$ cat src/opg_pkg.sv
// Shared types, widths and constants of the orbit pointer geometry block.
// No dependencies; every other file of the block uses this package.
`timescale 1ns / 1ps
`default_nettype none

package opg_pkg;

    localparam int POS_W         = 24;   // Q15.8 coordinate
    localparam int HEAD_W        = 16;   // heading in 1/128 degree
    localparam int RAD_W         = 24;   // Q16.8 radius
    localparam int DIFF_W        = POS_W + 1;
    localparam int CORDIC_STAGES = 16;
    localparam int TABLE_LEN     = 32;
    localparam int NSTG          = (CORDIC_STAGES > TABLE_LEN) ? TABLE_LEN :
                                   ((CORDIC_STAGES < 0) ? 0 : CORDIC_STAGES);
    localparam int STG_W         = $clog2(TABLE_LEN);
    localparam int VW            = 44;   // vectoring x/y, difference scaled by 2^16
    localparam int RW            = 43;   // rotation x/y in Q.24
    localparam int ZW            = 27;   // angle in 2^-16 degree
    localparam int GAIN_W        = 31;
    localparam int VEC_SHIFT     = 16;
    localparam int GAIN_SHIFT    = 15;
    localparam int OUT_SHIFT     = 16;
    localparam int HEAD_SHIFT    = 9;

    localparam logic [GAIN_W-1:0] GAIN_Q31 = 31'd1304065748;
    localparam int HALF_TURN = 180 * 65536;
    localparam int HEAD_MAX  = 23040;
    localparam int POS_MAX   = 8388607;
    localparam int POS_MIN   = -8388608;
    localparam int RADIUS_RESET = 38400;

    typedef struct packed {
        logic signed [VW-1:0]    x;
        logic signed [VW-1:0]    y;
        logic signed [ZW-1:0]    z;
        logic signed [RW-1:0]    rx;
        logic signed [RW-1:0]    ry;
        logic signed [POS_W-1:0] cx;
        logic signed [POS_W-1:0] cy;
        logic                    flip;
        logic                    zero;
    } cordic_t;

    // atan(2^-i) in degrees scaled by 2^16, rounded to nearest
    function automatic logic signed [ZW-1:0] atan_lut(input logic [STG_W-1:0] idx);
        logic signed [ZW-1:0] v;
        unique case (idx)
            5'd0:    v = 27'sd2949120;
            5'd1:    v = 27'sd1740967;
            5'd2:    v = 27'sd919879;
            5'd3:    v = 27'sd466945;
            5'd4:    v = 27'sd234379;
            5'd5:    v = 27'sd117304;
            5'd6:    v = 27'sd58666;
            5'd7:    v = 27'sd29335;
            5'd8:    v = 27'sd14668;
            5'd9:    v = 27'sd7334;
            5'd10:   v = 27'sd3667;
            5'd11:   v = 27'sd1833;
            5'd12:   v = 27'sd917;
            5'd13:   v = 27'sd458;
            5'd14:   v = 27'sd229;
            5'd15:   v = 27'sd115;
            5'd16:   v = 27'sd57;
            5'd17:   v = 27'sd29;
            5'd18:   v = 27'sd14;
            5'd19:   v = 27'sd7;
            5'd20:   v = 27'sd4;
            5'd21:   v = 27'sd2;
            5'd22:   v = 27'sd1;
            default: v = '0;
        endcase
        return v;
    endfunction

endpackage

`default_nettype wire

$ cat src/opg_cell.sv
// One CORDIC cell: vectoring decision and the matching rotation step.
// Registered, with a local handshake; depends on opg_pkg for the atan table.
`timescale 1ns / 1ps
`default_nettype none

module opg_cell (
    input  wire logic                     clk,
    input  wire logic                     rst_n,
    input  wire logic [opg_pkg::STG_W-1:0] stage,
    input  wire logic                     up_valid,
    output logic                          up_ready,
    input  wire opg_pkg::cordic_t         up_data,
    output logic                          dn_valid,
    input  wire logic                     dn_ready,
    output opg_pkg::cordic_t              dn_data
);
    import opg_pkg::*;

    logic                 valid_reg;
    cordic_t              data_reg;
    cordic_t              data_next;
    logic signed [VW-1:0] xs;
    logic signed [VW-1:0] ys;
    logic signed [RW-1:0] rxs;
    logic signed [RW-1:0] rys;
    logic signed [ZW-1:0] ang;

    assign up_ready = !valid_reg || dn_ready;
    assign dn_valid = valid_reg;
    assign dn_data  = data_reg;

    always_comb
    begin
        xs  = up_data.x >>> stage;
        ys  = up_data.y >>> stage;
        rxs = up_data.rx >>> stage;
        rys = up_data.ry >>> stage;
        ang = atan_lut(stage);
        data_next = up_data;
        // y not negative: turn clockwise, rotate the radius vector counterclockwise
        if (!up_data.y[VW-1])
        begin
            data_next.x  = up_data.x + ys;
            data_next.y  = up_data.y - xs;
            data_next.z  = up_data.z + ang;
            data_next.rx = up_data.rx - rys;
            data_next.ry = up_data.ry + rxs;
        end
        else
        begin
            data_next.x  = up_data.x - ys;
            data_next.y  = up_data.y + xs;
            data_next.z  = up_data.z - ang;
            data_next.rx = up_data.rx + rys;
            data_next.ry = up_data.ry - rxs;
        end
    end

    always_ff @(posedge clk or negedge rst_n)
    begin
        if (!rst_n)
        begin
            valid_reg <= 1'b0;
        end
        else if (up_ready)
        begin
            valid_reg <= up_valid;
        end
    end

    always_ff @(posedge clk)
    begin
        if (up_ready && up_valid)
        begin
            data_reg <= data_next;
        end
    end

endmodule

`default_nettype wire

$ cat config.mk
export PLATFORM = sky130hd
export DESIGN_NAME = opg_cell
export DESIGN_NICKNAME = d
export VERILOG_FILES = /design/src/opg_pkg.sv /design/src/opg_cell.sv
export SDC_FILE = /design/constraint.sdc
export NUM_CORES = 1
export LEC_CHECK = 0
export BUFFER_PORTS_ARGS = -buffer_cell sky130_fd_sc_hd__buf_2
export CELL_PAD_IN_SITES_DETAIL_PLACEMENT = 0
export CELL_PAD_IN_SITES_GLOBAL_PLACEMENT = 2
export CORE_ASPECT_RATIO = 0.6
export CORE_MARGIN = 4
export CORE_UTILIZATION = 41
export CTS_BUF_LIST = sky130_fd_sc_hd__clkbuf_4 sky130_fd_sc_hd__clkbuf_8
export CTS_CLUSTER_SIZE = 8
export DETAILED_ROUTE_END_ITERATION = 8
export PLACE_DENSITY = 0.89
export SYNTH_ARGS = -nofsm -noshare
export SYNTH_HDL_FRONTEND = slang
export SYNTH_SLANG_ARGS = --single-unit
$ cat constraint.sdc
create_clock -name clk -period 13.69 [get_ports clk]
set_input_delay 1.369 -clock clk [delete_from_list [all_inputs] [get_ports clk]]
set_output_delay 1.369 -clock clk [all_outputs]
set_load 0.01 [all_outputs]
==> summary.md <==
| Metric | Value |
|---|---|
| Worst-margin pin slew | 1.379 ns |
| Post-synthesis compound-gate area fraction | 19.20% |
| Number of synthesized flops with an enable pin | 251 |
| DRT Pass-1 Iters | 6 |
| Initial antenna violation count | 2 |
| Post-Synth Simple-Gate Area | 14.26% |
| Final critical path time including I/O delays and setup | 8.918 ns |
| Cells after Synth | 3732 |
| Residual DRC count | 0 |
| Pleak | 15.92 nW |
| Crit path from | stage[3] |
| Port-buffer cells | 512 |
| Synth Area per Inst | 9.394 sq um |
| Die width | 385.5 um |
| Post-DP HPWL | 104700 um |
| XOR/XNOR share of the synthesized area | 8.740% |
| Max Root-Sink Buffers | 3 |
| CTS Buf Count | 44 |
| Max Used Layer | met5 |
| Final worst slack | 4.772 ns |
| Nets | 4597 |
| Peak Freq | 112.1 MHz |
| Die Ht | 234.5 um |
| Max Slew Vio Count | 0 |
| Number of global-route vias before repair | 31041 |
| Register area share after synthesis | 21.57% |
| Synth Area in Adders | 8.351% |
| Post-synthesis mux area share | 23.83% |
| Asr flop ratio synth | 0.3968% |
| DR WL met2 | 57020 um |
| Routed Antenna Nets | 0 |
| Max-slew headroom | 7.514% |
| Largest net degree at the start of global routing | 148 |
| Layout cell share with drive strength beyond 1 | 24.44% |
| Power Density | 104.9 nW/um^2 |
| Outcome | finished clean |
| Fin crit share | 65.14% |
| Placed inst area | 38300 sq um |
| Yosys reg bits | 252 |
| HP Class | in2async |
| WL met1 | 58710 um |
| Clock root cell | clkbuf_8 |
| Setup violations, final | 0 |
| Worst VDD drop | 0.07105 mV |
| Rows | 82 |
| Crit path kind | in2reg |
| Placed insts | 5194 |
| Most frequent cells in the layout | 506 x buf_2, 325 x nand2_1, 311 x a21oi_1 |
| DRT iter0 DRCs | 4251 |
| CTS hold repair buffers | 0 |
| Fillcell total | 8249 |
| First-pass GRT wire length | 199500 um |
| Yosys warns | 0 |
| Worst-path clk slew | 0.06 ns |
| Area Growth Syn to Fin | 11.82% |
| Prevailing post-synth register cell | edfxtp_1 |
| Hold WS | 0.4791 ns |
| DR WL met3 | 15470 um |
| Hold Vio Cnt, Final | 0 |
| Die area | 90400 sq um |
| Data arrival, critical path | 9.32 ns |
| Post-Syn Area | 35060 sq um |
| Final Instance Area | 39200 sq um |
| Sink Count | 252 |
| Vias | 33464 |
| Max-cap viol count | 0 |
| Total setup buffers inserted after CTS | 0 |
| Setup TNS Final | 0 ns |
| Total nets after synthesis | 4223 |
| Crit. End Element | flip-flop |
| Final cell count without fillers | 5274 |
| Gr ovfl total | 0 |
| DP Worst Slack | 4.438 ns |
| TritonCTS clock tree | yes |
| Crit path launch type | input port |
| All-Layer GR Usage | 28.74% |
| Routability Congestion | 0.9629 |
| Most common cell after layout, fill and taps aside | buf_2 |
| CP Max Fanout | 61 |
| Reg2Reg Setup Slack | 10.43 ns |
| Largest family of logic cells by synthesized area | multiplexers |
| Core region area | 84130 sq um |
| Vias per inst | 6.345 |
| WL final | 135800 um |
| Reg-to-Reg Start | dn_valid |
| RSZ-0062 raised after global routing | no |
| Worst-skew pair later-pin latency | 0.65 ns |
| I/O pins | 513 |
| CTS resizes | 0 |
| WP data required | 14.09 ns |
| Initial Util | 41.67% |
| Final Skew | 0.01962 ns |
| Avg WL per Cell | 25.75 um |
| H-tree levels | 2 |
| Post-synthesis cell type count | 106 |
## sequential cells by signal (all words and copies together), names as in the netlist
signal,count
dn_data,251
dn_valid,1
## synth_stat cells (14+ instances only)
cell type | n | area share [%]
edfxtp_1 | 251 | 21
buf_1 | 30 | 0.32
and3_1 | 35 | 0.62
ha_1 | 226 | 8.1
mux2i_1 | 189 | 5.4
and2_1 | 33 | 0.59
nor3_1 | 71 | 1.0
o21bai_1 | 32 | 0.69
buf_4 | 18 | 0.39
or3_1 | 16 | 0.29
a31oi_1 | 65 | 1.2
nand2b_1 | 42 | 0.75
o22ai_1 | 30 | 0.54
o21a_1 | 51 | 1.1
o211ai_1 | 32 | 0.69
nor2b_1 | 51 | 0.91
a22oi_1 | 14 | 0.30
xor2_1 | 118 | 2.9
o21ai_0 | 175 | 2.5
a21o_1 | 98 | 2.1
clkbuf_1 | 77 | 0.82
inv_1 | 77 | 0.82
mux4_2 | 240 | 15
nand4_1 | 27 | 0.48
xnor2_1 | 230 | 5.7
a221oi_1 | 20 | 0.50
nand3_1 | 52 | 0.74
a211oi_1 | 42 | 0.90
buf_2 | 80 | 1.1
a21oi_1 | 311 | 4.4
a21boi_0 | 20 | 0.43
nand2_1 | 325 | 3.5
nor2_1 | 308 | 3.3
mux2_2 | 93 | 3.0
o31ai_1 | 14 | 0.30
## where the power goes
part	switching, mW	internal (mW)	total, mW	leakage [nW]
Sequential	0.0326	1.07	1.10	2.40
Clock	0.342	0.399	0.740	0.469
Combinational	1.35	0.922	2.27	13.1
Total	1.72	2.39	4.11	15.9
## metal layers
metal / track usage (%) / vias to the layer above
met5: 0 / -
met4: 8.965 / 4
met3: 8.053 / 252
met2: 41.87 / 1996
met1: 41.20 / 16116
li1: - / 15096
## area by class of cell
type	count	area, sq um	area share (%)
diodes	3	7.507	0.01915
clock buffers	58	716.9	1.829
clock inverters	19	173.9	0.4437
inverters	81	309.0	0.7884
multi-input cells	3179	26090	66.55
flip-flops and latches	252	7562	19.29
well taps	1134	1419	3.620
repair buffers	548	2924	7.459
## path summary, 6_finish.rpt
path	endpoint	cells past startpoint
worst min register to register	dn_valid	2
worst max-delay path	dn_data[248]	24
max in group asynchronous	dn_valid	1
worst min-delay path	dn_valid	1
min in group clk	dn_valid	2
worst max register to register	dn_data[44]	4
## per-stage QoR
stage | util (%) | power [mW]
final | 46.59 | 4.111
after global routing | 46.59 | 4.394
after CTS | 46.59 | 4.118
after detailed placement | 45.53 | 3.336
after global placement | 45.53 | 3.347
after floorplan | - | 2.685
## cell families (layout without fill, tap and decap cells)
family	after synthesis	after routing
adder cells (fa/ha/maj)	231	231
multiplexers	523	523
other	0	3
XOR/XNOR	349	349
AND/OR/NAND/NOR	1040	1040
flip-flops	252	252
buffers and inverters	301	706
AO/OA/AOI/OAI	1036	1036
## worst max-delay path, cell delays in order
cell       delay, ns
buf_6           0.33
buf_4           0.54
buf_4           0.76
mux4_2          0.45
mux2_2          0.32
a22o_1          0.27
a221oi_4        0.27
nor3b_1         0.52
nand3_1         0.31
nor2_1          0.27
a21oi_1         0.11
xnor2_1         0.17
ha_1            0.37
o21ai_0         0.31
nand3b_1        0.11
o21ai_0         0.17
o31ai_1         0.16
a211oi_1        0.38
o21ai_0         0.23
a2111oi_0       0.90
o21bai_1        0.16
a21oi_1         0.40
o21ai_0         0.17
xor2_1          0.16
No activity file was read; power rests on OpenSTA's default activity.
