## config.mk

```make
export PLATFORM = sky130hd
export DESIGN_NAME = opg_front
export DESIGN_NICKNAME = d
export VERILOG_FILES = /design/src/opg_pkg.sv /design/src/opg_front.sv
export SDC_FILE = /design/constraint.sdc
export NUM_CORES = 1
export LEC_CHECK = 0
export BUFFER_PORTS_ARGS = -buffer_cell sky130_fd_sc_hd__buf_2
export CORE_ASPECT_RATIO = 1.4
export CORE_MARGIN = 10
export CORE_UTILIZATION = 52
export DETAILED_ROUTE_END_ITERATION = 6
export PLACE_DENSITY = 0.85
export SYNTH_ARGS = -nofsm -noshare
export SYNTH_HDL_FRONTEND = slang
export SYNTH_SLANG_ARGS = --single-unit
```

## constraint.sdc

```tcl
create_clock -name clk -period 4.3 [get_ports clk]
set_input_delay 0.645 -clock clk [delete_from_list [all_inputs] [get_ports clk]]
set_output_delay 0.645 -clock clk [all_outputs]
set_load 0.01 [all_outputs]
```

## src/opg_pkg.sv

```systemverilog
// Shared types, widths and constants of the orbit pointer geometry block.
// No dependencies; every other file of the block uses this package.
`timescale 1ns / 1ps
`default_nettype none

package opg_pkg;

    localparam int POS_W         = 24;   // Q15.8 coordinate
    localparam int HEAD_W        = 16;   // heading in 1/128 degree
    localparam int RAD_W         = 24;   // Q16.8 radius
    localparam int DIFF_W        = POS_W + 1;
    localparam int CORDIC_STAGES = 16;
    localparam int TABLE_LEN     = 32;
    localparam int NSTG          = (CORDIC_STAGES > TABLE_LEN) ? TABLE_LEN :
                                   ((CORDIC_STAGES < 0) ? 0 : CORDIC_STAGES);
    localparam int STG_W         = $clog2(TABLE_LEN);
    localparam int VW            = 44;   // vectoring x/y, difference scaled by 2^16
    localparam int RW            = 43;   // rotation x/y in Q.24
    localparam int ZW            = 27;   // angle in 2^-16 degree
    localparam int GAIN_W        = 31;
    localparam int VEC_SHIFT     = 16;
    localparam int GAIN_SHIFT    = 15;
    localparam int OUT_SHIFT     = 16;
    localparam int HEAD_SHIFT    = 9;

    localparam logic [GAIN_W-1:0] GAIN_Q31 = 31'd1304065748;
    localparam int HALF_TURN = 180 * 65536;
    localparam int HEAD_MAX  = 23040;
    localparam int POS_MAX   = 8388607;
    localparam int POS_MIN   = -8388608;
    localparam int RADIUS_RESET = 38400;

    typedef struct packed {
        logic signed [VW-1:0]    x;
        logic signed [VW-1:0]    y;
        logic signed [ZW-1:0]    z;
        logic signed [RW-1:0]    rx;
        logic signed [RW-1:0]    ry;
        logic signed [POS_W-1:0] cx;
        logic signed [POS_W-1:0] cy;
        logic                    flip;
        logic                    zero;
    } cordic_t;

    // atan(2^-i) in degrees scaled by 2^16, rounded to nearest
    function automatic logic signed [ZW-1:0] atan_lut(input logic [STG_W-1:0] idx);
        logic signed [ZW-1:0] v;
        unique case (idx)
            5'd0:    v = 27'sd2949120;
            5'd1:    v = 27'sd1740967;
            5'd2:    v = 27'sd919879;
            5'd3:    v = 27'sd466945;
            5'd4:    v = 27'sd234379;
            5'd5:    v = 27'sd117304;
            5'd6:    v = 27'sd58666;
            5'd7:    v = 27'sd29335;
            5'd8:    v = 27'sd14668;
            5'd9:    v = 27'sd7334;
            5'd10:   v = 27'sd3667;
            5'd11:   v = 27'sd1833;
            5'd12:   v = 27'sd917;
            5'd13:   v = 27'sd458;
            5'd14:   v = 27'sd229;
            5'd15:   v = 27'sd115;
            5'd16:   v = 27'sd57;
            5'd17:   v = 27'sd29;
            5'd18:   v = 27'sd14;
            5'd19:   v = 27'sd7;
            5'd20:   v = 27'sd4;
            5'd21:   v = 27'sd2;
            5'd22:   v = 27'sd1;
            default: v = '0;
        endcase
        return v;
    endfunction

endpackage

`default_nettype wire

```

## src/opg_front.sv

```systemverilog
// Front end: difference vector, radius-times-gain product, half-turn folding.
// Two registered stages with a local handshake; depends on opg_pkg.
`timescale 1ns / 1ps
`default_nettype none

module opg_front (
    input  wire logic                             clk,
    input  wire logic                             rst_n,
    input  wire logic                             up_valid,
    output logic                                  up_ready,
    input  wire logic signed [opg_pkg::POS_W-1:0] center_x,
    input  wire logic signed [opg_pkg::POS_W-1:0] center_y,
    input  wire logic signed [opg_pkg::POS_W-1:0] goal_x,
    input  wire logic signed [opg_pkg::POS_W-1:0] goal_y,
    input  wire logic        [opg_pkg::RAD_W-1:0] radius,
    output logic                                  dn_valid,
    input  wire logic                             dn_ready,
    output opg_pkg::cordic_t                      dn_data
);
    import opg_pkg::*;

    localparam int PROD_W = RAD_W + GAIN_W;

    logic                     s0_valid_reg;
    logic                     s1_valid_reg;
    logic                     s0_ready;
    logic                     s1_ready;
    logic signed [POS_W-1:0]  cx_reg;
    logic signed [POS_W-1:0]  cy_reg;
    logic signed [DIFF_W-1:0] dx_reg;
    logic signed [DIFF_W-1:0] dy_reg;
    logic signed [RW-1:0]     rot0_reg;
    logic signed [DIFF_W-1:0] dx_next;
    logic signed [DIFF_W-1:0] dy_next;
    logic        [PROD_W-1:0] prod;
    logic signed [DIFF_W-1:0] adx;
    logic signed [DIFF_W-1:0] ady;
    cordic_t                  s1_next;
    cordic_t                  s1_reg;

    assign s1_ready = !s1_valid_reg || dn_ready;
    assign s0_ready = !s0_valid_reg || s1_ready;
    assign up_ready = s0_ready;
    assign dn_valid = s1_valid_reg;
    assign dn_data  = s1_reg;

    always_comb
    begin
        dx_next = DIFF_W'(goal_x) - DIFF_W'(center_x);
        dy_next = DIFF_W'(goal_y) - DIFF_W'(center_y);
        prod    = PROD_W'(radius) * PROD_W'(GAIN_Q31);
    end

    // fold the left half plane onto the right one
    always_comb
    begin
        adx = dx_reg[DIFF_W-1] ? -dx_reg : dx_reg;
        ady = dx_reg[DIFF_W-1] ? -dy_reg : dy_reg;
        s1_next.x    = VW'(adx) <<< VEC_SHIFT;
        s1_next.y    = VW'(ady) <<< VEC_SHIFT;
        s1_next.z    = '0;
        if (dx_reg[DIFF_W-1])
        begin
            s1_next.z = dy_reg[DIFF_W-1] ? -ZW'(HALF_TURN) : ZW'(HALF_TURN);
        end
        s1_next.rx   = rot0_reg;
        s1_next.ry   = '0;
        s1_next.cx   = cx_reg;
        s1_next.cy   = cy_reg;
        s1_next.flip = dx_reg[DIFF_W-1];
        s1_next.zero = (dx_reg == '0) && (dy_reg == '0);
    end

    always_ff @(posedge clk or negedge rst_n)
    begin
        if (!rst_n)
        begin
            s0_valid_reg <= 1'b0;
            s1_valid_reg <= 1'b0;
        end
        else
        begin
            if (s0_ready)
            begin
                s0_valid_reg <= up_valid;
            end
            if (s1_ready)
            begin
                s1_valid_reg <= s0_valid_reg;
            end
        end
    end

    always_ff @(posedge clk)
    begin
        if (s0_ready && up_valid)
        begin
            cx_reg   <= center_x;
            cy_reg   <= center_y;
            dx_reg   <= dx_next;
            dy_reg   <= dy_next;
            rot0_reg <= RW'(prod >> GAIN_SHIFT);
        end
        if (s1_ready && s0_valid_reg)
        begin
            s1_reg <= s1_next;
        end
    end

endmodule

`default_nettype wire

```

==> results of run 1 <==
## per-layer routing
metal / vias to the layer above / wire [microns] / track usage
li1: 7908 / - / -
met1: 8427 / 24300 / 0.251
met2: 604 / 38800 / 0.472
met3: 166 / 3940 / 0.0304
met4: 0 / 4040 / 0.122
met5: - / 0 / 0
## repair_timing
action	4_1_cts	5_1_grt
pin swaps	139	83
cloned	0	0
resized for setup	217	91
hold endpoints to repair	2	0
endpoints found under the setup margin	40	40
hold buffers	1	0
setup buffers	23	21
## cells by family (layout without fill, tap and decap cells)
family,count (synthesis),in the layout,share of synthesized area
mux,2,2,0.000811
other cells,1,98,0.000152
flops,283,283,0.344
fa+ha+maj,579,579,0.384
buf+inv,633,1171,0.113
xor+xnor,118,118,0.0419
compound gates,245,245,0.0637
simple gates,253,253,0.0528
## layout by cell type (no fill, tap or decap), types with 53 or more instances in the layout
cell / count
nand2_1: 59
buf_2: 258
conb_1: 96
a21oi_1: 53
buf_4: 300
inv_1: 448
fa_1: 257
edfxtp_1: 281
ha_1: 225
inv_2: 62
xnor2_1: 77
## layout make-up
class | count | area (sq um) | share of cell area
repair buffers | 612 | 4230 | 0.135
inverters | 516 | 1950 | 0.0622
well taps | 624 | 781 | 0.0249
flip-flops and latches | 283 | 8490 | 0.270
diodes | 2 | 5.00 | 0.000159
multi-input cells | 1293 | 15100 | 0.482
clock inverters | 14 | 169 | 0.00538
clock buffers | 29 | 641 | 0.0204
## worst max-delay path: stages
cell	delay, ps
buf_12	120
fa_2	480
buf_4	150
fa_2	560
fa_1	450
fa_2	590
fa_1	430
fa_1	500
inv_1	50
fa_1	490
inv_2	50
ha_4	210
a21oi_1	120
o21ai_1	110
a211oi_1	310
a21oi_2	130
a21oi_4	220
a21oi_4	100
buf_6	130
or3_4	370
a21oi_2	160
xnor2_1	70
## through the flow
stage / area [sq um] / TNS (ps) / hold WS (ps) / setup WS [ps] / utilization
final: 31400 / -58190 / 303 / -1850 / 0.668
after global routing: 31400 / -62620 / 287 / -2010 / 0.668
after CTS: 31000 / -55310 / 280 / -1840 / 0.659
after detailed placement: 29100 / -87700 / 405 / -2630 / 0.619
after global placement: 29100 / -83120 / 400 / -2520 / 0.619
after floorplan: 25500 / -60200 / 349 / -2060 / -
## path summary, 6_finish.rpt
path,end,slack (ps)
min reg2reg,dn_data[110],420
min in group asynchronous,s0_valid_reg,440
max in group asynchronous,dn_valid,3760
max reg2reg,dn_data[203],1000
min,cx_reg[14],300
max,rot0_reg[37],-1850
==> metrics.md, run 1 <==
| Metric | Value |
|---|---|
| Outcome | `finished, violations left` |
| Violated checks | `negative setup slack` |
| Synth cell types | `55` |
| Largest register FFs | `about 140` |
| Worst-path clk slew | `70 ps` |
| Max clock buf depth | `3` |
| Number of global-route vias before repair | `approximately 19000` |
| Synthesized flop and latch total | `between 200 and 300` |
| Final Hold Vio Count | `0` |
| Initial Utilization | `0.525` |
| Post-synthesis cell count | `around 2100` |
| DR vias | `17100` |
| EDFF count, synth | `between 200 and 300` |
| Via density | `roughly 5` |
| Gr usage total | `0.245` |
| Die ar. | `roughly 0.057 sq mm` |
| Initial antenna violation count | `2` |
| DP HPWL | `60.8 mm` |
| Synth top area cells | `edfxtp_1 (34%), fa_1 (24%), ha_1 (14%), inv_1 (7.8%), buf_4 (3.3%)` |
| Critical path class | `primary input to flop` |
| GRT Residual Overflow | `0` |
| Fillers | `roughly 3400` |
| Core area | `roughly 0.047 sq mm` |
| Router iterations before antenna repair | `7` |
| CTS tree | `built` |
| Max cap viols | `0` |
| Largest net degree at the start of global routing | `between 60 and 70` |
| Synth Cell Area | `around 0.025 sq mm` |
| Final clock skew | `about 11 ps` |
| Total CTS buffers | `24` |
| Commonest cells in the synthesized netlist | `inv_1 (516), fa_1 (298), edfxtp_1 (281), ha_1 (281), buf_4 (108)` |
| Hold Crit Depth | `1` |
| RePlAce Congestion | `around 1` |
| Final Non-Filler Cells | `3373` |
| Io pins | `roughly 380` |
| Root Buffer | `clkbuf_16` |
| Average cell area after synthesis | `between 10 and 15 sq um` |
| Worst slew margin | `0.436` |
| Slew Viols, Final | `0` |
| Clk Latency, worst-skew pair | `between 500 and 600 ps` |
| Final wirelength | `~70 mm` |
| Top FF cell, synth | `edfxtp_1` |
| RSZ-0062 raised after global routing | `yes` |
| Layout cells sized above 1 | `0.337` |
| Worst setup path startpoint | `radius[14]` |
| Row cnt | `94` |
| Max FO, Critical Path | `5` |
| H-tree depth | `1` |
| Post-synth ARST share | `0.00707` |
| Horiz. Die Dim | `204 microns` |
| Placed insts | `3298` |
| Fmax | `roughly 160 MHz` |
| Area Growth Syn to Fin | `27.2%` |
| Slew @ Worst Pin | `about 850 ps` |
| Worst EP required | `4590 ps` |
| WL/cell | `around 21 microns` |
| Worst setup EP type | `flop` |
| Port Buffers | `280` |
| Post-synth top area share | `0.342` |
| Number of antenna-violating nets in the routed design | `0` |
| Initial DRC Count | `roughly 850` |
| Die Ht | `~280 microns` |
| First-pass GRT wire length | `between 100 and 150 mm` |
| Critical Path AT | `6440 ps` |
| Number of synthesis warnings | `0` |
| Tcrit/Tclk final | `1.43` |
| # nets final | `between 3000 and 4000` |
| Minimum clock period | `6150 ps` |
| Synth area leader | `edfxtp_1` |
| # DRC | `0` |
| Worst r2r src | `dy_reg[3]` |
| Worst hold start | `center_x[14]` |
| Fraction of the yosys area taken by sequential cells | `0.344` |
| Hold crit path type | `primary input to flop` |
| Clock sink count | `roughly 280` |
| Worst-case reg-to-reg path depth | `8` |
| Setup WS post-layout | `-1850 ps` |
| Most common cell in the netlist | `inv_1` |
| Worst setup SP type | `primary input` |
| Setup Viol. Count Final | `40` |
Power of run 1 is not shown: default switching activity piles up to over one toggle a cycle in this logic, so the estimate is an artifact.
==> run 2, diff against run 1 <==
--- a/config.mk
+++ b/config.mk
@@ -6,7 +6,6 @@
 export NUM_CORES = 1
 export LEC_CHECK = 0
 export BUFFER_PORTS_ARGS = -buffer_cell sky130_fd_sc_hd__buf_2
-export CORE_ASPECT_RATIO = 1.4
 export CORE_MARGIN = 10
 export CORE_UTILIZATION = 52
 export DETAILED_ROUTE_END_ITERATION = 6
==> run 2 against run 1 <==
Effect of this change: the flow still finishes with violations (negative setup slack); die area down 0.22%; critical path depth down 1; final area down 0.89%; critical path type unchanged; clock skew up 1.5 ps; hold slack worse by 12 ps; largest cell class unchanged; core utilization down 0.18 points.
==> metrics.md, run 2 (synthesis gave the netlist of run 1 again) <==
| Metric | Value |
|---|---|
| First-pass GRT wire length | `107 mm (about the same)` |
| Max FO, Critical Path | `5 (unchanged)` |
| Crit path cell chain | `buf_4, fa_1, fa_1, fa_1, fa_1, inv_1, fa_1, fa_1, fa_1, inv_1, ha_4, a21oi_4, o211a_1, o311ai_2, a21o_1, a21oi_4, a21oi_4, buf_6, or3_4, a21oi_2, xnor2_1` |
| RSZ-0062 raised after global routing | `yes` |
| DP HPWL | `59.0 mm (-2.8%)` |
| Critical Path AT | `6450 ps (about the same)` |
| Worst setup SP type | `primary input` |
| Die ar. | `0.0566 sq mm (-0.22%)` |
| RePlAce Congestion | `1.01 (+1.7%)` |
| Initial DRC Count | `887 (+5.0%)` |
| Slew Viols, Final | `0 (unchanged)` |
| Slowest cell on the critical path | `fa_1` |
| Layout cells sized above 1 | `0.319 (-0.0181)` |
| Worst slew margin | `0.318 (-0.118)` |
| Violated checks | `negative setup slack` |
| Core area | `0.0468 sq mm (-0.62%)` |
| Io pins | `377 (unchanged)` |
| Max clock buf depth | `3 (unchanged)` |
| Initial antenna violation count | `2 (unchanged)` |
| Met3 Wirelength | `4.23 mm (+7.5%)` |
| Clk Latency, worst-skew pair | `550 ps (+20 ps)` |
| Final clock skew | `12.5 ps (+1.53 ps)` |
| CTS tree | `built` |
| Worst hold start | `center_y[8]` |
| Worst-case reg-to-reg path depth | `7 (-1)` |
| Root Buffer | `clkbuf_16` |
| Final wirelength | `70.8 mm (-0.50%)` |
| Commonest cells after routing, fill and taps aside | `inv_1 (472), buf_4 (296), edfxtp_1 (281), fa_1 (269), buf_2 (263)` |
| Finished Cell Area | `0.0311 sq mm (-0.89%)` |
| Slew @ Worst Pin | `1020 ps (+176 ps)` |
| Number of global-route vias before repair | `18600 (-1.6%)` |
| GRT Residual Overflow | `0 (unchanged)` |
| Row cnt | `79 (-16%)` |
| Number of antenna-violating nets in the routed design | `0 (unchanged)` |
| Gr usage total | `0.244 (-0.000650)` |
| Horiz. Die Dim | `238 microns (+17%)` |
| Hold crit path type | `primary input to flop` |
| Via density | `5.09 (+0.47%)` |
| Largest register FFs | `143 (unchanged)` |
| Flop2flop setup slack | `990 ps (about the same)` |
| Setup WS post-layout | `-1870 ps (-18.4 ps)` |
| Commonest non-fill, non-tap cell in the layout | `inv_1` |
| WL/cell | `21.1 microns (+0.15%)` |
| Worst-path clk slew | `70 ps (about the same)` |
| Hold Crit Depth | `1 (unchanged)` |
| WP buf/inv | `4 (-1)` |
| Clock sink count | `283 (unchanged)` |
| Worst EP required | `4580 ps (about the same)` |
| Router iterations before antenna repair | `6 (-1)` |
| # nets final | `3426 (-0.20%)` |
| Post-Place Cell Area | `0.0289 sq mm (-0.64%)` |
| Fmax | `162 MHz (-0.30%)` |
| Area Growth Syn to Fin | `26.1%` |
| Most used cell along the critical path | `fa_1` |
| Initial Utilization | `0.528 (+0.00327)` |
| DR vias | `17100 (-0.19%)` |
| RR Endpoint | `dn_data[246]` |
| Critical Path Stages | `21 (-4.5%)` |
| Fillers | `3384 (-0.38%)` |
| Cell family with most CP delay | `adder cells` |
| Largest net degree at the start of global routing | `144 (+140%)` |
| Die Ht | `238 microns (-14%)` |
| Minimum clock period | `6170 ps (+18.4 ps)` |
| H-tree depth | `1 (unchanged)` |
| Worst hold endpoint | `cy_reg[8]` |
| Total CTS buffers | `27 (+13%)` |
| Worst r2r src | `dx_reg[2]` |
| Setup TNS | `-56770 ps (+1420 ps)` |
| Setup Viol. Count Final | `40 (unchanged)` |
| Worst path max stage delay | `600 ps (about the same)` |
| Met2 WL post-DR | `36.5 mm (-5.9%)` |
| Wl on met1 | `28.0 mm (+15%)` |
| Max cap viols | `0 (unchanged)` |
| Outcome | `finished, violations left` |
| Final Hold Vio Count | `0 (unchanged)` |
| Worst setup EP type | `flop` |
| Port Buffers | `280 (unchanged)` |
| Tcrit/Tclk final | `1.43 (+0.00428)` |
| Critical path class | `primary input to flop` |
| # DRC | `0 (unchanged)` |
| Top Layer Used | `met4` |
==> run 2: cell count changes in the layout (fill, tap and decap cells not counted), sizes merged <==
cell,delta
clkinvlp,+3
inv,+1
clkinv,+4
diode,-1
buf,-10
clkbuf,-2
==> run 2: area by class of cell <==
class                      count  area (sq um)  area share
antenna                        1          2.50   0.0000804
clock buffer                  27           676      0.0217
clock inverter                22           220     0.00707
inverter                     516          1950      0.0625
multi-input combinational   1293         15000       0.481
sequential                   283          8490       0.273
tap                          607           759      0.0244
timing repair buffer         602          4080       0.131
==> run 2: stage by stage <==
stage	cells	util	hold slack, ps	setup slack, ps
CTS	3342	0.659	264	-1810
global placement	3259	0.619	400	-2540
detailed placement	3259	0.619	405	-2640
finish	3351	0.666	291	-1870
floorplan	2209	-	349	-2060
global route	3351	0.666	274	-1990
==> run 2: routing by layer <==
metal	GRT usage	up-vias
met5	0	-
met4	0.0689	0
met3	0.0394	101
met2	0.444	574
met1	0.295	8493
li1	-	7905
==> run 2: worst max path at each step <==
| stage | slack, ps | start | endpoint |
|---|---|---|---|
| finish | -1870 | radius[9] | rot0_reg[37] |
| global route | -1990 | radius[4] | rot0_reg[32] |
| detailed placement | -2640 | radius[11] | rot0_reg[32] |
| floorplan | -2060 | radius[14] | rot0_reg[24] |
| CTS | -1810 | radius[4] | rot0_reg[24] |
| global placement | -2540 | radius[13] | rot0_reg[37] |
==> run 2: timing repair <==
item,in CTS,in global routing
setup buffers,39,15
hold buffers,1,0
endpoints found under the hold margin,2,0
setup endpoints to repair,40,40
resized for setup,162,65
pin swaps,102,86
Power of run 2 is left out for the same reason.
==> run 3, diff against run 2 <==
--- a/config.mk
+++ b/config.mk
@@ -9,7 +9,7 @@
 export CORE_MARGIN = 10
 export CORE_UTILIZATION = 52
 export DETAILED_ROUTE_END_ITERATION = 6
-export PLACE_DENSITY = 0.85
+export PLACE_DENSITY = 0.82
 export SYNTH_ARGS = -nofsm -noshare
 export SYNTH_HDL_FRONTEND = slang
 export SYNTH_SLANG_ARGS = --single-unit
==> constraint.sdc (replaced) <==
create_clock -name clk -period 7.5 [get_ports clk]
set_input_delay 1.125 -clock clk [delete_from_list [all_inputs] [get_ports clk]]
set_output_delay 1.125 -clock clk [all_outputs]
set_load 0.01 [all_outputs]
==> run 3 against run 2 <==
Effect of this change: the flow now finishes without violations; first-iteration DRC count up 18%; non-clock buffer count down 172; hold slack better by 73 ps; setup slack better by 2200 ps; sequential share of layout area up 2.5 points; core utilization down 5.5 points; critical path depth up 6; clock skew about the same; global-route usage down 1.6 points; critical path type unchanged.
==> metrics.md, run 3 (synthesis gave the netlist of run 1 again) <==
| Metric | Value |
|---|---|
| Outcome | `complete, no violations` |
| GRT Residual Overflow | `0 (unchanged)` |
| # DRC | `0 (unchanged)` |
| Max clock buf depth | `3 (unchanged)` |
| Initial Utilization | `0.528 (unchanged)` |
| Final clock skew | `12.6 ps (+0.0820 ps)` |
| Worst slew margin | `0.304 (-0.0141)` |
| Core area | `0.0468 sq mm (unchanged)` |
| Area occupied by multi-input gates | `0.0138 sq mm (-7.8%)` |
| Post-Place Cell Area | `0.0275 sq mm (-4.9%)` |
| Slew Viols, Final | `0 (unchanged)` |
| Worst-path clk slew | `60 ps (about the same)` |
| Clk Latency, worst-skew pair | `540 ps (about the same)` |
| Slew @ Worst Pin | `1040 ps (+21.1 ps)` |
| Minimum clock period | `between 7000 and 8000 ps` |
| Finished Cell Area | `0.0285 sq mm (-8.3%)` |
| H-tree depth | `1 (unchanged)` |
| Storage element area | `0.00849 sq mm (unchanged)` |
| Final Hold Vio Count | `0 (unchanged)` |
| Critical Path AT | `7450 ps (+1000 ps)` |
| Final wirelength | `65.1 mm (-8.0%)` |
| Clock sink count | `283 (unchanged)` |
| Row cnt | `79 (unchanged)` |
| Area Growth Syn to Fin | `15.6%` |
| Worst r2r src | `dx_reg[0]` |
| RSZ-0062 raised after global routing | `no` |
| N_diodes | `0 (-1)` |
| Fmax | `around 140 MHz` |
| Die Ht | `238 microns (unchanged)` |
| Horiz. Die Dim | `238 microns (unchanged)` |
| Number of global-route vias before repair | `17800 (-4.3%)` |
| # hold bufs at CTS | `0 (-1)` |
| # nets final | `3255 (-5.0%)` |
| Post-CTS setup buffers | `0 (-100%)` |
| Final Non-Filler Cells | `3181 (-5.1%)` |
| Worst setup SP type | `primary input` |
| Initial antenna violation count | `1 (-1)` |
| Setup Viol. Count Final | `0 (-100%)` |
| Initial DRC Count | `1043 (+18%)` |
| Largest register FFs | `143 (unchanged)` |
| Worst path max stage delay | `550 ps (-50 ps)` |
| Fin util | `0.610 (-0.0555)` |
| Worst setup path startpoint | `radius[6]` |
| Total CTS buffers | `28 (+3.7%)` |
| Port Buffers | `280 (unchanged)` |
| First-pass GRT wire length | `100 mm (-5.8%)` |
| Number of antenna-violating nets in the routed design | `0 (unchanged)` |
| Root Buffer | `clkbuf_16` |
| Worst EP required | `7780 ps (+3200 ps)` |
| RePlAce Congestion | `0.989 (-2.3%)` |
| Critical path class | `primary input to flop` |
| Placed insts | `3129 (-4.0%)` |
| CTS tree | `built` |
| Worst setup EP type | `flop` |
| Io pins | `377 (unchanged)` |
| Layout cells sized above 1 | `0.195 (-0.124)` |
| Commonest cells after routing, fill and taps aside | `inv_1 (516), fa_1 (298), ha_1 (281), edfxtp_1 (281), buf_2 (280)` |
| WL/cell | `20.5 microns (-3.1%)` |
| Die ar. | `0.0566 sq mm (unchanged)` |
| Fillers | `3686 (+8.9%)` |
| Hold Slack | `364 ps (+73.0 ps)` |
| Flop2flop setup slack | `4230 ps (+3240 ps)` |
| Slowest cell on the critical path | `fa_1` |
| DP HPWL | `56.2 mm (-4.8%)` |
| Max FO, Critical Path | `4 (-1)` |
| Commonest non-fill, non-tap cell in the layout | `inv_1` |
| Tcrit/Tclk final | `0.955` |
| Via density | `5.15 (+1.1%)` |
| Router iterations before antenna repair | `5 (-1)` |
| DR vias | `16400 (-4.0%)` |
| Hold crit path type | `primary input to asynchronous set/reset pin` |
| Largest net degree at the start of global routing | `79 (-45%)` |
| Max cap viols | `0 (unchanged)` |
| Gr usage total | `0.229 (-0.0157)` |
-- run 3: cell types whose count changed in the layout (fill, tap and decap cells not counted), moves of 9 or more --
cell	change
inv_1	+44
fa_2	-29
fa_1	+29
ha_1	+47
ha_4	-42
buf_6	-31
o21ai_0	+9
a21oi_4	-11
inv_2	-40
buf_4	-147
a21oi_2	-12
a21oi_1	+23
buf_2	+17
-- run 3: final cells by class --
| class | count | area share |
|---|---|---|
| clock buffers | 33 | 0.0260 |
| clock inverters | 19 | 0.00991 |
| inverters | 516 | 0.0679 |
| multi-input cells | 1293 | 0.483 |
| flip-flops and latches | 283 | 0.297 |
| well taps | 607 | 0.0266 |
| repair buffers | 430 | 0.0890 |
-- run 3: worst max-delay path: cells and delay by family --
| family | cells | cell delay (ps) |
|---|---|---|
| buffers and inverters | 11 | 1230 |
| AOI/OAI and AO/OA | 3 | 970 |
| adders and majority gates | 8 | 3380 |
| and+or+nand+nor | 4 | 650 |
| xor gates and xnor gates | 1 | 100 |
-- run 3: worst paths after layout --
path | endpoint | depth (start not counted)
worst min-delay path | dn_valid | 1
worst min register to register | dn_data[39] | 0
worst max register to register | dn_data[244] | 9
min in group clk | dn_data[39] | 0
max in group asynchronous | s0_valid_reg | 1
worst max-delay path | rot0_reg[30] | 27
-- run 3: stage by stage --
stage | setup WS, ps | TNS (ps)
floorplan | 126 | 0
global route | 30.6 | 0
finish | 334 | 0
CTS | 184 | 0
global placement | -170 | -525
detailed placement | -390 | -1960
-- run 3: repair_timing --
action | in CTS | in global routing
hold endpoints to repair | 0 | 0
setup endpoints to repair | 0 | 5
gates resized for setup | 0 | 4
-- run 3: layer usage --
metal / up-vias / part of all wire / GRT usage
li1: 7577 / - / -
met1: 8133 / 0.39 / 0.279
met2: 587 / 0.51 / 0.414
met3: 90 / 0.073 / 0.0423
met4: 0 / 0.023 / 0.0511
met5: - / 0 / 0
Power of run 3 is left out for the same reason.
