File: config.mk
export PLATFORM = sky130hd
export DESIGN_NAME = opg_back
export DESIGN_NICKNAME = d
export VERILOG_FILES = /design/src/opg_pkg.sv /design/src/opg_back.sv
export SDC_FILE = /design/constraint.sdc
export NUM_CORES = 1
export LEC_CHECK = 0
export BUFFER_PORTS_ARGS = -buffer_cell sky130_fd_sc_hd__buf_2
export CAP_MARGIN = 20
export CORE_MARGIN = 2
export CORE_UTILIZATION = 30
export CTS_CLUSTER_SIZE = 12
export DETAILED_ROUTE_END_ITERATION = 12
export HOLD_SLACK_MARGIN = 0.08
export PLACE_DENSITY = 0.61
export SLEW_MARGIN = 40
export SYNTH_ARGS = -nofsm -noshare
export SYNTH_HDL_FRONTEND = slang
export SYNTH_SLANG_ARGS = --single-unit
File: constraint.sdc
create_clock -name clk -period 3.5 [get_ports clk]
set_input_delay 0.35 -clock clk [delete_from_list [all_inputs] [get_ports clk]]
set_output_delay 0.35 -clock clk [all_outputs]
set_load 0.1 [all_outputs]
File: src/opg_pkg.sv
// Shared types, widths and constants of the orbit pointer geometry block.
// No dependencies; every other file of the block uses this package.
`timescale 1ns / 1ps
`default_nettype none

package opg_pkg;

    localparam int POS_W         = 24;   // Q15.8 coordinate
    localparam int HEAD_W        = 16;   // heading in 1/128 degree
    localparam int RAD_W         = 24;   // Q16.8 radius
    localparam int DIFF_W        = POS_W + 1;
    localparam int CORDIC_STAGES = 16;
    localparam int TABLE_LEN     = 32;
    localparam int NSTG          = (CORDIC_STAGES > TABLE_LEN) ? TABLE_LEN :
                                   ((CORDIC_STAGES < 0) ? 0 : CORDIC_STAGES);
    localparam int STG_W         = $clog2(TABLE_LEN);
    localparam int VW            = 44;   // vectoring x/y, difference scaled by 2^16
    localparam int RW            = 43;   // rotation x/y in Q.24
    localparam int ZW            = 27;   // angle in 2^-16 degree
    localparam int GAIN_W        = 31;
    localparam int VEC_SHIFT     = 16;
    localparam int GAIN_SHIFT    = 15;
    localparam int OUT_SHIFT     = 16;
    localparam int HEAD_SHIFT    = 9;

    localparam logic [GAIN_W-1:0] GAIN_Q31 = 31'd1304065748;
    localparam int HALF_TURN = 180 * 65536;
    localparam int HEAD_MAX  = 23040;
    localparam int POS_MAX   = 8388607;
    localparam int POS_MIN   = -8388608;
    localparam int RADIUS_RESET = 38400;

    typedef struct packed {
        logic signed [VW-1:0]    x;
        logic signed [VW-1:0]    y;
        logic signed [ZW-1:0]    z;
        logic signed [RW-1:0]    rx;
        logic signed [RW-1:0]    ry;
        logic signed [POS_W-1:0] cx;
        logic signed [POS_W-1:0] cy;
        logic                    flip;
        logic                    zero;
    } cordic_t;

    // atan(2^-i) in degrees scaled by 2^16, rounded to nearest
    function automatic logic signed [ZW-1:0] atan_lut(input logic [STG_W-1:0] idx);
        logic signed [ZW-1:0] v;
        unique case (idx)
            5'd0:    v = 27'sd2949120;
            5'd1:    v = 27'sd1740967;
            5'd2:    v = 27'sd919879;
            5'd3:    v = 27'sd466945;
            5'd4:    v = 27'sd234379;
            5'd5:    v = 27'sd117304;
            5'd6:    v = 27'sd58666;
            5'd7:    v = 27'sd29335;
            5'd8:    v = 27'sd14668;
            5'd9:    v = 27'sd7334;
            5'd10:   v = 27'sd3667;
            5'd11:   v = 27'sd1833;
            5'd12:   v = 27'sd917;
            5'd13:   v = 27'sd458;
            5'd14:   v = 27'sd229;
            5'd15:   v = 27'sd115;
            5'd16:   v = 27'sd57;
            5'd17:   v = 27'sd29;
            5'd18:   v = 27'sd14;
            5'd19:   v = 27'sd7;
            5'd20:   v = 27'sd4;
            5'd21:   v = 27'sd2;
            5'd22:   v = 27'sd1;
            default: v = '0;
        endcase
        return v;
    endfunction

endpackage

`default_nettype wire

File: src/opg_back.sv
// Back end: unfold, round and clamp the heading, add the offset, saturate.
// Two registered stages, the second is the output register; depends on opg_pkg.
`timescale 1ns / 1ps
`default_nettype none

module opg_back (
    input  wire logic                              clk,
    input  wire logic                              rst_n,
    input  wire logic                              up_valid,
    output logic                                   up_ready,
    input  wire opg_pkg::cordic_t                  up_data,
    input  wire logic        [opg_pkg::RAD_W-1:0]  radius,
    output logic                                   dn_valid,
    input  wire logic                              dn_ready,
    output logic signed      [opg_pkg::POS_W-1:0]  pointer_x,
    output logic signed      [opg_pkg::POS_W-1:0]  pointer_y,
    output logic signed      [opg_pkg::HEAD_W-1:0] heading
);
    import opg_pkg::*;

    localparam int OW = RW - OUT_SHIFT;
    localparam int HW = ZW - HEAD_SHIFT;
    localparam int SW = OW + 1;

    logic                    p1_valid_reg;
    logic                    p2_valid_reg;
    logic                    p1_ready;
    logic                    p2_ready;
    logic signed [RW-1:0]    vx;
    logic signed [RW-1:0]    vy;
    logic signed [ZW-1:0]    zr;
    logic signed [OW-1:0]    offx_next;
    logic signed [OW-1:0]    offy_next;
    logic signed [HW-1:0]    head_next;
    logic signed [OW-1:0]    offx_reg;
    logic signed [OW-1:0]    offy_reg;
    logic signed [HW-1:0]    head_reg;
    logic signed [POS_W-1:0] cx_reg;
    logic signed [POS_W-1:0] cy_reg;
    logic signed [SW-1:0]    sx;
    logic signed [SW-1:0]    sy;
    logic signed [POS_W-1:0] px_next;
    logic signed [POS_W-1:0] py_next;
    logic signed [HEAD_W-1:0] hd_next;
    logic signed [POS_W-1:0] px_reg;
    logic signed [POS_W-1:0] py_reg;
    logic signed [HEAD_W-1:0] hd_reg;

    function automatic logic signed [POS_W-1:0] sat_pos(input logic signed [SW-1:0] v);
        logic signed [POS_W-1:0] r;
        priority if (v > SW'(POS_MAX))
            r = POS_W'(POS_MAX);
        else if (v < SW'(POS_MIN))
            r = POS_W'(POS_MIN);
        else
            r = v[POS_W-1:0];
        return r;
    endfunction

    assign p2_ready  = !p2_valid_reg || dn_ready;
    assign p1_ready  = !p1_valid_reg || p2_ready;
    assign up_ready  = p1_ready;
    assign dn_valid  = p2_valid_reg;
    assign pointer_x = px_reg;
    assign pointer_y = py_reg;
    assign heading   = hd_reg;

    // undo the half-turn fold and round Q.24 to Q.8, half up
    always_comb
    begin
        vx = up_data.flip ? (~up_data.rx + RW'(32769)) : (up_data.rx + RW'(32768));
        vy = up_data.flip ? (~up_data.ry + RW'(32769)) : (up_data.ry + RW'(32768));
        zr = up_data.z + ZW'(256);
        if (up_data.zero)
        begin
            offx_next = OW'(radius);
            offy_next = '0;
            head_next = '0;
        end
        else
        begin
            offx_next = vx[RW-1:OUT_SHIFT];
            offy_next = vy[RW-1:OUT_SHIFT];
            head_next = zr[ZW-1:HEAD_SHIFT];
        end
    end

    always_comb
    begin
        sx      = SW'(cx_reg) + SW'(offx_reg);
        sy      = SW'(cy_reg) + SW'(offy_reg);
        px_next = sat_pos(sx);
        py_next = sat_pos(sy);
        priority if (head_reg > HW'(HEAD_MAX))
            hd_next = HEAD_W'(HEAD_MAX);
        else if (head_reg < -HW'(HEAD_MAX))
            hd_next = -HEAD_W'(HEAD_MAX);
        else
            hd_next = head_reg[HEAD_W-1:0];
    end

    always_ff @(posedge clk or negedge rst_n)
    begin
        if (!rst_n)
        begin
            p1_valid_reg <= 1'b0;
            p2_valid_reg <= 1'b0;
        end
        else
        begin
            if (p1_ready)
            begin
                p1_valid_reg <= up_valid;
            end
            if (p2_ready)
            begin
                p2_valid_reg <= p1_valid_reg;
            end
        end
    end

    always_ff @(posedge clk)
    begin
        if (p1_ready && up_valid)
        begin
            offx_reg <= offx_next;
            offy_reg <= offy_next;
            head_reg <= head_next;
            cx_reg   <= up_data.cx;
            cy_reg   <= up_data.cy;
        end
        if (p2_ready && p1_valid_reg)
        begin
            px_reg <= px_next;
            py_reg <= py_next;
            hd_reg <= hd_next;
        end
    end

endmodule

`default_nettype wire

==> results of run 1 <==
## per-layer routing
layer  vias up  wire [um]
met5         -         30
met4         4        662
met3        39       1957
met2       289      15220
met1      4638      14590
li1       4875          -
## worst max-delay path, stage by stage (launching register included)
cell      delay (ps)
edfxtp_1         370
ha_1             220
inv_1             70
fa_1             180
nand2b_1         140
a21oi_1           80
a211oi_2         240
buf_4            150
o21ai_0          120
a21o_1           230
a31o_2           240
xnor2_1          300
buf_4            180
a41oi_2          150
buf_12           200
a31o_2           210
## stage by stage
stage	util	area [um^2]
after floorplan	-	11630
after global placement	0.3550	13660
after CTS	0.3843	14780
after global routing	0.3853	14820
final	0.3856	14830
after detailed placement	0.3553	13670
## layout make-up
class                      count  area [um^2]  share of cell area
antenna                        9        22.52            0.001518
clock buffer                  17        425.4             0.02868
clock inverter                15        180.2             0.01215
inverter                      34        127.6            0.008604
multi-input combinational    869         5792              0.3905
sequential                   186         5575              0.3759
tap                          518        648.1             0.04369
timing repair buffer         332         2062              0.1390
## synthesized netlist by cell type, types with 21 or more instances
cell type / number / share of area
a21o_1: 41 / 0.026
a21oi_1: 88 / 0.038
clkbuf_1: 23 / 0.0074
edfxtp_1: 184 / 0.48
ha_1: 61 / 0.066
inv_1: 34 / 0.011
nand2_1: 95 / 0.031
nand3_1: 29 / 0.012
nor2_1: 90 / 0.029
nor3_1: 30 / 0.013
o21ai_0: 80 / 0.034
o21ai_2: 21 / 0.016
xnor2_1: 54 / 0.041
xor2_1: 54 / 0.041
## layout by cell type, fill, tap and decap left out, types with 6 or more instances in the layout
master | netlist | routed
and3_1 | 17 | 17
clkbuf_16 | 0 | 17
ha_1 | 61 | 61
o21ai_1 | 5 | 6
dlygate4sd3_1 | 0 | 50
buf_4 | 0 | 30
nor2b_1 | 8 | 8
xnor2_1 | 54 | 54
nand3_1 | 29 | 29
a211oi_1 | 10 | 10
a21o_1 | 41 | 41
o31ai_1 | 8 | 8
diode_2 | 0 | 9
and4_1 | 6 | 6
edfxtp_1 | 184 | 184
nor4_1 | 11 | 11
o21ai_0 | 80 | 79
nand4_1 | 6 | 6
buf_2 | 4 | 247
nand2_1 | 95 | 95
inv_1 | 34 | 34
xor2_1 | 54 | 54
nor3_1 | 30 | 30
a21oi_1 | 88 | 88
nor2_1 | 90 | 90
o21ai_2 | 21 | 20
nand2b_1 | 13 | 13
a31oi_1 | 15 | 14
and2_1 | 17 | 15
or3_1 | 15 | 15
## what timing repair did
action	4_1_cts	5_1_grt
hold endpoints to repair	51	0
pin swaps	1	0
buffers inserted	1	0
hold buffers	50	0
setup endpoints to repair	5	23
resized for setup	0	5
## worst paths after layout
kind	start	to	slack, ps	cells after the start
min reg2reg	head_reg[17]	heading[15]	480	0
min in group asynchronous	rst_n	dn_valid	200	2
min	dn_ready	dn_valid	180	3
max reg2reg	offy_reg[0]	pointer_y[2]	160	15
max	offy_reg[0]	pointer_y[2]	160	15
max in group asynchronous	rst_n	p1_valid_reg	3200	2
## cells by family after synthesis
group,Yosys count,synth area share
multiplexers,9,0.008180
flip-flops,186,0.4796
AND/OR/NAND/NOR,359,0.1525
buffers and inverters,70,0.02572
AO/OA/AOI/OAI,330,0.1835
XOR/XNOR,108,0.08137
adder cells (fa/ha/maj),63,0.06910
## power groups by stage
stage | clock network, uW | logic [uW] | registers [uW]
finish | 2030 | 2400 | 2810
global route | 2180 | 2580 | 2830
CTS | 2090 | 2390 | 2810
detailed placement | 0 | 2330 | 2860
global placement | 0 | 2300 | 2860
floorplan | 0 | 1050 | 3560
==> flow_summary_export.csv, run 1 <==
group,metric,value,unit
floorplanning,io_pins,345,
route,via_per_inst,4.972,
grt,gr-total-overflow,0,
route,wl,32460,um
synth,mappedNetlistArea,11620,um^2
synth,synth_edf_count,184,
grt,grt_most_used_layer,"met2",
route,drt_iter0_drc,621,
placed_design,gp_congestion,0.8771,
power,vdd_drop_max,0.0003075,V
power,power_leakage,0.005850,uW
floorplanning,die-area,40340,um^2
power,clock_power_share,0.281,
worst_hold_path,hp-class,"input pin to flop",
grt,grtUsageMet1,0.2062,
cts,cts-buffers-inserted,17,
cts,tritoncts,"built",
cts,insertion_delay,460,ps
placed_design,dp_cells,1888,
grt,grt.total_usage,0.1609,
timing,slew_viol_final,0,
timing,grt_setup_unrepaired,"no",
timing,tightest_slew,701.7,ps
power,p_switching,2669,uW
cts,clock_path_buffers,2,
cts,htree_levels,4,
synth,synthCells,1125,
grt,antenna_found_initial,10,
timing,clock_skew,11.25,ps
grt,grtUsageMet3,0.03994,
route,ant_nets,0,
synth,synth.distinct_cells,73,
placed_design,hpwl,25060,um
floorplanning,initial_core_util,0.3022,
worst_setup_path,end_kind,"flop",
worst_setup_path,crit_type,"flop to flop",
route,remaining_drc_errors,0,
power,power_density,487.9,nW/um^2
synth,ys_warn_count,0,
grt,met2_usage,0.2630,
worst_setup_path,worstPathRequired,3710,ps
power,swShare,0.3687,
timing,hold_ws,184.9,ps
synth,async_reset_ff_frac,0.01075,
grt,grt_pass1_vias,9697,
cts,cts_num_sinks,186,
synth,synth_area_per_cell,10.33,um^2
floorplanning,core,38470,um^2
floorplanning,die_w,200.9,um
timing,finalCriticalPeriod,3335,ps
synth,synth_flop_cell,"edfxtp_1",
timing,setup_viol,0,
placed_design,post-place-ws,-17.13,ps
run,cap_violations,0,
cts,root_buffer,"clkbuf_16",
timing,fmax,299.8,MHz
floorplanning,num_rows,72,
placed_design,io_buffer_count,248,
timing,finalHoldViolCount,0,
worst_setup_path,crit_path_max_fanout,23,
cells_and_area,fin_cells,1980,
cells_and_area,drive_gt1_frac,0.2464,
synth,seq_area_frac_synth,0.4796,
timing,final.period_utilization,0.9530,
synth,synthesis.nets,1467,
route,detail_route.wl_per_cell,16.39,um
route,firstDrtPassIters,5,
cells_and_area,fill_cells,3833,
power,p_comb_frac,0.331,
power,p_int,4569,uW
grt,grt_max_degree,53,
worst_setup_path,start_kind,"flop",
worst_setup_path,crit_arrival,3550,ps
power,p_total,7238,uW
floorplanning,die_h,200.9,um
route,vias,9845,
synth,ys_seq_elements,186,
power,seqPwrFrac,0.388,
cells_and_area,synthToLayoutAreaGrowth,27.60,%
timing,slew_headroom,0.5322,
grt,grt_pass1_wl,51360,um
cells_and_area,fin_nets,1782,
timing,fin_ws,164.6,ps
timing,finalSetupTns,0,ps
cts,clkTransAtPathRegs,70,ps
run_status,status,"finished, final reports clean",
Power figures use the tool's default switching activity.
==> inputs of run 2 (changes only) <==
--- a/config.mk
+++ b/config.mk
@@ -7,7 +7,7 @@
 export LEC_CHECK = 0
 export BUFFER_PORTS_ARGS = -buffer_cell sky130_fd_sc_hd__buf_2
 export CAP_MARGIN = 20
-export CORE_MARGIN = 2
+export CORE_MARGIN = 5
 export CORE_UTILIZATION = 30
 export CTS_CLUSTER_SIZE = 12
 export DETAILED_ROUTE_END_ITERATION = 12
==> run 2 against run 1 <==
Sequential power about the same. Sequential cell count is the same. First-iteration DRC count is 30% lower. Count of clock-buffer cells in the layout is the same. Die area rose by 6.1%. Register-to-register slack got worse by 40 ps. Via count shrank 1.6%. Combinational power about the same. Largest cell class unchanged.
==> flow_summary_export.csv, run 2 (synthesis results as in run 1) <==
group,metric,value,unit
timing,grt_setup_unrepaired,"no",
cells_and_area,final_cell_mix,"buf_2 (247), edfxtp_1 (184), nand2_1 (95), nor2_1 (90), a21oi_1 (87)",
worst_setup_path,reg2reg_depth,13,
route,firstDrtPassIters,5,
worst_setup_path,crit_arrival,3670,ps
run_status,status,"finished, final reports clean",
route,drt_iter0_drc,437,
timing,clock_skew,15.48,ps
grt,grt_pass1_wl,49400,um
grt,gr-total-overflow,0,
cts,clock_path_buffers,2,
power,power_density,483.4,nW/um^2
route,wl,32480,um
floorplanning,die_w,206.9,um
worst_setup_path,end_kind,"flop",
timing,slew_headroom,0.5822,
timing,fin_ws,126.5,ps
worst_setup_path,crit_path_max_fanout,23,
route,remaining_drc_errors,0,
timing,finalHoldViolCount,0,
route,ant_nets,0,
timing,final.period_utilization,0.9639,
power,power_leakage,0.005792,uW
cells_and_area,drive_gt1_frac,0.2413,
cells_and_area,final_common_cell,"buf_2",
cts,root_buffer,"clkbuf_16",
worst_setup_path,worstPathRequired,3800,ps
run,cap_violations,0,
worst_setup_path,start_kind,"flop",
grt,grt_max_degree,57,
placed_design,gp_congestion,0.9035,
placed_design,post-place-ws,120.1,ps
placed_design,io_buffer_count,248,
grt,grt_pass1_vias,9240,
cells_and_area,fill_cells,3839,
worst_setup_path,reg2reg_slack,130,ps
timing,slew_viol_final,0,
route,vias,9687,
cts,insertion_delay,450,ps
placed_design,hpwl,25410,um
floorplanning,io_pins,345,
worst_hold_path,hp-class,"input pin to flop",
power,vdd_drop_max,0.0002165,V
cts,clkTransAtPathRegs,70,ps
cts,htree_levels,4,
worst_hold_path,hold_depth,3,
cts,postCtsSetupRepairBufs,0,
cts,tritoncts,"built",
grt,antenna_found_initial,5,
floorplanning,num_rows,72,
route,via_per_inst,4.935,
cts,cts_num_sinks,186,
grt,grt.total_usage,0.1480,
floorplanning,initial_core_util,0.3022,
timing,tightest_slew,621.0,ps
route,detail_route.wl_per_cell,16.54,um
worst_setup_path,r2r_end,"pointer_x[4]",
worst_setup_path,r2r_start,"offx_reg[0]",
timing,finalSetupTns,0,ps
worst_setup_path,crit_type,"flop to flop",
timing,fmax,296.4,MHz
floorplanning,core,38470,um^2
timing,finalCriticalPeriod,3373,ps
cts,cts-buffers-inserted,17,
cells_and_area,fin_nets,1771,
timing,setup_viol,0,
floorplanning,die_h,206.9,um
floorplanning,die-area,42790,um^2
worst_setup_path,crit_start,"offx_reg[0]",
worst_setup_path,worstSetupEndpoint,"pointer_x[4]",
cells_and_area,synthToLayoutAreaGrowth,26.65,%
## run 2: routing by layer
| layer | global-route usage | wire length [um] |
|---|---|---|
| met5 | 0 | 34 |
| met2 | 0.2386 | 15400 |
| met3 | 0.03140 | 1782 |
| met4 | 0.04108 | 410 |
| met1 | 0.2027 | 14850 |
## run 2: critical path, cell delays in order (launching register included)
cell and delay (ps):
edfxtp_1 340, ha_1 190, inv_1 70, fa_1 400, and2b_1 250, o21bai_1 90
a32o_2 310, o21ai_2 250, a31oi_2 190, o21ai_1 180, xnor2_1 100, o41a_1 450
buf_12 180, o21ai_0 170
## run 2: how the worst min path moves through the flow
stage	to	slack, ps	startpoint
floorplan	dn_valid	50	rst_n
global placement	dn_valid	140	rst_n
detailed placement	p1_valid_reg	140	rst_n
CTS	cy_reg[12]	80	up_data[14]
global route	offx_reg[22]	170	radius[22]
finish	dn_valid	180	dn_ready
## run 2: final cells by class
cell class	instances	area, um^2	area share
clock inverter	15	148.9	0.01011
multi-input combinational	869	5786	0.3930
sequential	186	5575	0.3787
timing repair buffer	321	2004	0.1361
antenna	3	7.507	0.0005099
inverter	34	127.6	0.008668
tap	518	648.1	0.04402
clock buffer	17	425.4	0.02889
## run 2: what timing repair did
item,4_1_cts,5_1_grt
hold endpoints to repair,50,1
resized for setup,0,4
endpoints found under the setup margin,0,24
hold buffers,49,1
## run 2: where the power goes
| part | switching (uW) | leakage, uW | internal, uW | total [uW] |
|---|---|---|---|---|
| logic | 1630 | 0.00373 | 734 | 2370 |
| clock network | 935 | 0.000286 | 1010 | 1940 |
| registers | 70.8 | 0.00177 | 2740 | 2810 |
| total | 2640 | 0.00579 | 4480 | 7120 |
## run 2: per-stage QoR
step	total power [uW]	utilization	hold slack, ps	area, um^2	std cells
floorplan	4615	-	54.41	11630	1125
global placement	5156	0.3534	135.7	13590	1877
detailed placement	5175	0.3535	140.3	13600	1877
CTS	7186	0.3811	84.16	14660	1958
global route	7479	0.3827	167.5	14720	1963
finish	7118	0.3827	182.3	14720	1963
==> inputs of run 3 (changes only) <==
--- a/config.mk
+++ b/config.mk
@@ -7,6 +7,7 @@
 export LEC_CHECK = 0
 export BUFFER_PORTS_ARGS = -buffer_cell sky130_fd_sc_hd__buf_2
 export CAP_MARGIN = 20
+export CORE_ASPECT_RATIO = 0.8
 export CORE_MARGIN = 5
 export CORE_UTILIZATION = 30
 export CTS_CLUSTER_SIZE = 12
==> run 3 against run 2 <==
Clock skew is 0.52 ps higher. Clock power up 3%. Utilization up 0.076 points. Largest cell class unchanged. Highest routed layer unchanged.
==> flow_summary_export.csv, run 3 (synthesis results as in run 1) <==
group,metric,value,unit
route,remaining_drc_errors,0,
timing,grt_setup_unrepaired,"no",
cts,cts-buffers-inserted,17,
worst_setup_path,crit_path_max_fanout,23,
timing,slew_viol_final,0,
placed_design,io_buffer_count,248,
power,power_density,488.2,nW/um^2
worst_setup_path,reg2reg_depth,13,
cells_and_area,final_cell_mix,"buf_2 (248), edfxtp_1 (184), nand2_1 (95), nor2_1 (90), a21oi_1 (88)",
cts,clock_path_buffers,2,
floorplanning,die_w,230.1,um
timing,final.period_utilization,0.9624,
power,p_int,4544,uW
timing,clock_skew,16.00,ps
power,p_comb_frac,0.330,
worst_hold_path,hp-class,"input pin to flop",
worst_hold_path,hold_start,"dn_ready",
grt,antenna_found_initial,17,
placed_design,hpwl,26190,um
cells_and_area,final_common_cell,"buf_2",
grt,grt_pass1_vias,9428,
timing,slew_headroom,0.5151,
worst_setup_path,crit_type,"flop to flop",
worst_setup_path,end_kind,"flop",
timing,finalHoldViolCount,0,
timing,tightest_slew,719.7,ps
cts,clkTransAtPathRegs,80,ps
grt,grt_pass1_wl,51210,um
worst_setup_path,start_kind,"flop",
route,firstDrtPassIters,5,
power,seqPwrFrac,0.392,
cts,cts_num_sinks,186,
floorplanning,core,38280,um^2
floorplanning,io_pins,345,
route,wl,33490,um
placed_design,gp_congestion,0.9081,
worst_setup_path,cpPeakStageDelay,370,ps
route,vias,9975,
power,power_leakage,0.005768,uW
timing,fin_ws,131.7,ps
worst_setup_path,worstPathRequired,3730,ps
worst_setup_path,crit_arrival,3600,ps
cells_and_area,drive_gt1_frac,0.2373,
cells_and_area,synthToLayoutAreaGrowth,26.27,%
cts,root_buffer,"clkbuf_16",
run,cap_violations,0,
power,p_switching,2622,uW
worst_hold_path,hold_depth,3,
timing,setup_viol,0,
floorplanning,initial_core_util,0.3037,
power,vdd_drop_max,0.0003517,V
floorplanning,die_h,186.1,um
grt,grt_max_degree,121,
placed_design,post-place-ws,18.88,ps
floorplanning,die-area,42810,um^2
worst_setup_path,crit_path_top_delay_cell,"fa_1",
timing,fmax,296.9,MHz
cts,postCtsSetupRepairBufs,0,
worst_setup_path,crit_chain,"ha_1 > inv_1 > fa_1 > nand2b_1 > a21oi_1 > a211oi_2 > o31a_1 > o211ai_2 > a41oi_1 > xor2_1 > a41oi_2 > buf_12 > a31o_2",
grt,gr-total-overflow,0,
worst_setup_path,reg2reg_slack,130,ps
floorplanning,num_rows,64,
grt,grt.total_usage,0.1536,
route,via_per_inst,5.144,
worst_hold_path,holdPathEnd,"dn_valid",
run_status,status,"finished, final reports clean",
route,drt_iter0_drc,842,
power,clock_power_share,0.277,
cells_and_area,fin_nets,1766,
power,swShare,0.3659,
timing,finalCriticalPeriod,3368,ps
route,ant_nets,0,
worst_setup_path,r2r_end,"pointer_y[2]",
cts,htree_levels,4,
cts,tritoncts,"built",
cts,insertion_delay,470,ps
timing,finalSetupTns,0,ps
worst_setup_path,r2r_start,"cy_reg[0]",
route,detail_route.wl_per_cell,17.27,um
run 3: cell count changes in the layout (fill, tap and decap cells not counted), moves of 2 or more:
cell	change
inv_6	-2
diode_2	+4
clkbuf_1	+2
buf_4	-5
run 3: through the flow:
| stage | total power, uW | std cells | cell area, um^2 | utilization | hold slack (ps) |
|---|---|---|---|---|---|
| 2_1_floorplan | 4615 | 1125 | 11630 | - | 54.41 |
| 3_3_place_gp | 5133 | 1849 | 13520 | 0.3531 | 141.9 |
| 3_5_place_dp | 5173 | 1850 | 13540 | 0.3537 | 146.0 |
| 4_1_cts | 7228 | 1932 | 14630 | 0.3823 | 140.3 |
| 5_1_grt | 7534 | 1936 | 14670 | 0.3833 | 153.2 |
| 6_report | 7166 | 1939 | 14680 | 0.3835 | 178.2 |
run 3: cell type report:
type	count	area, um^2
multi-input cells	869	5799
well taps	495	619.3
inverters	34	127.6
clock buffers	19	432.9
flip-flops and latches	186	5575
diodes	7	17.52
fillers	3818	23600
repair buffers	316	1952
clock inverters	13	155.1
run 3: how the worst max path moves through the flow:
stage	startpoint	end	slack (ps)	cells after the start
6_report	cy_reg[0]	pointer_y[2]	130	13
3_5_place_dp	offx_reg[0]	pointer_x[4]	20	13
3_3_place_gp	cy_reg[0]	pointer_y[2]	150	13
4_1_cts	offx_reg[0]	pointer_x[4]	20	13
2_1_floorplan	dn_valid	cx_reg[0]	290	2
5_1_grt	cy_reg[0]	pointer_y[2]	7	13
run 3: power groups by stage:
stage / sequential, uW / clock [uW] / combinational, uW
floorplan: 3560 / 0 / 1050
global placement: 2860 / 0 / 2270
detailed placement: 2860 / 0 / 2310
CTS: 2820 / 2050 / 2360
global route: 2830 / 2150 / 2550
finish: 2810 / 1990 / 2370
run 3: worst max-delay path, delay by kind of cell, from the launching register on:
family                   cells  cell delay [ps]
buffers and inverters        2              260
AO/OA/AOI/OAI                7             1420
flip-flops                   1              350
AND/OR/NAND/NOR              1              190
XOR/XNOR                     1              340
adder cells (fa/ha/maj)      2              570
run 3: timing repair:
action | 4_1_cts | 5_1_grt
hold buffers | 50 | 0
gates resized for setup | 1 | 5
setup endpoints to repair | 1 | 23
hold endpoints to repair | 51 | 0
cloned | 0 | 0
pin swaps | 0 | 1
run 3: layer usage:
metal / vias up / GRT usage / wire (um)
met3: 57 / 0.04514 / 2658
met5: - / 0 / 80
met2: 336 / 0.2304 / 14700
met1: 4735 / 0.2163 / 15370
met4: 14 / 0.04493 / 690
li1: 4833 / - / -
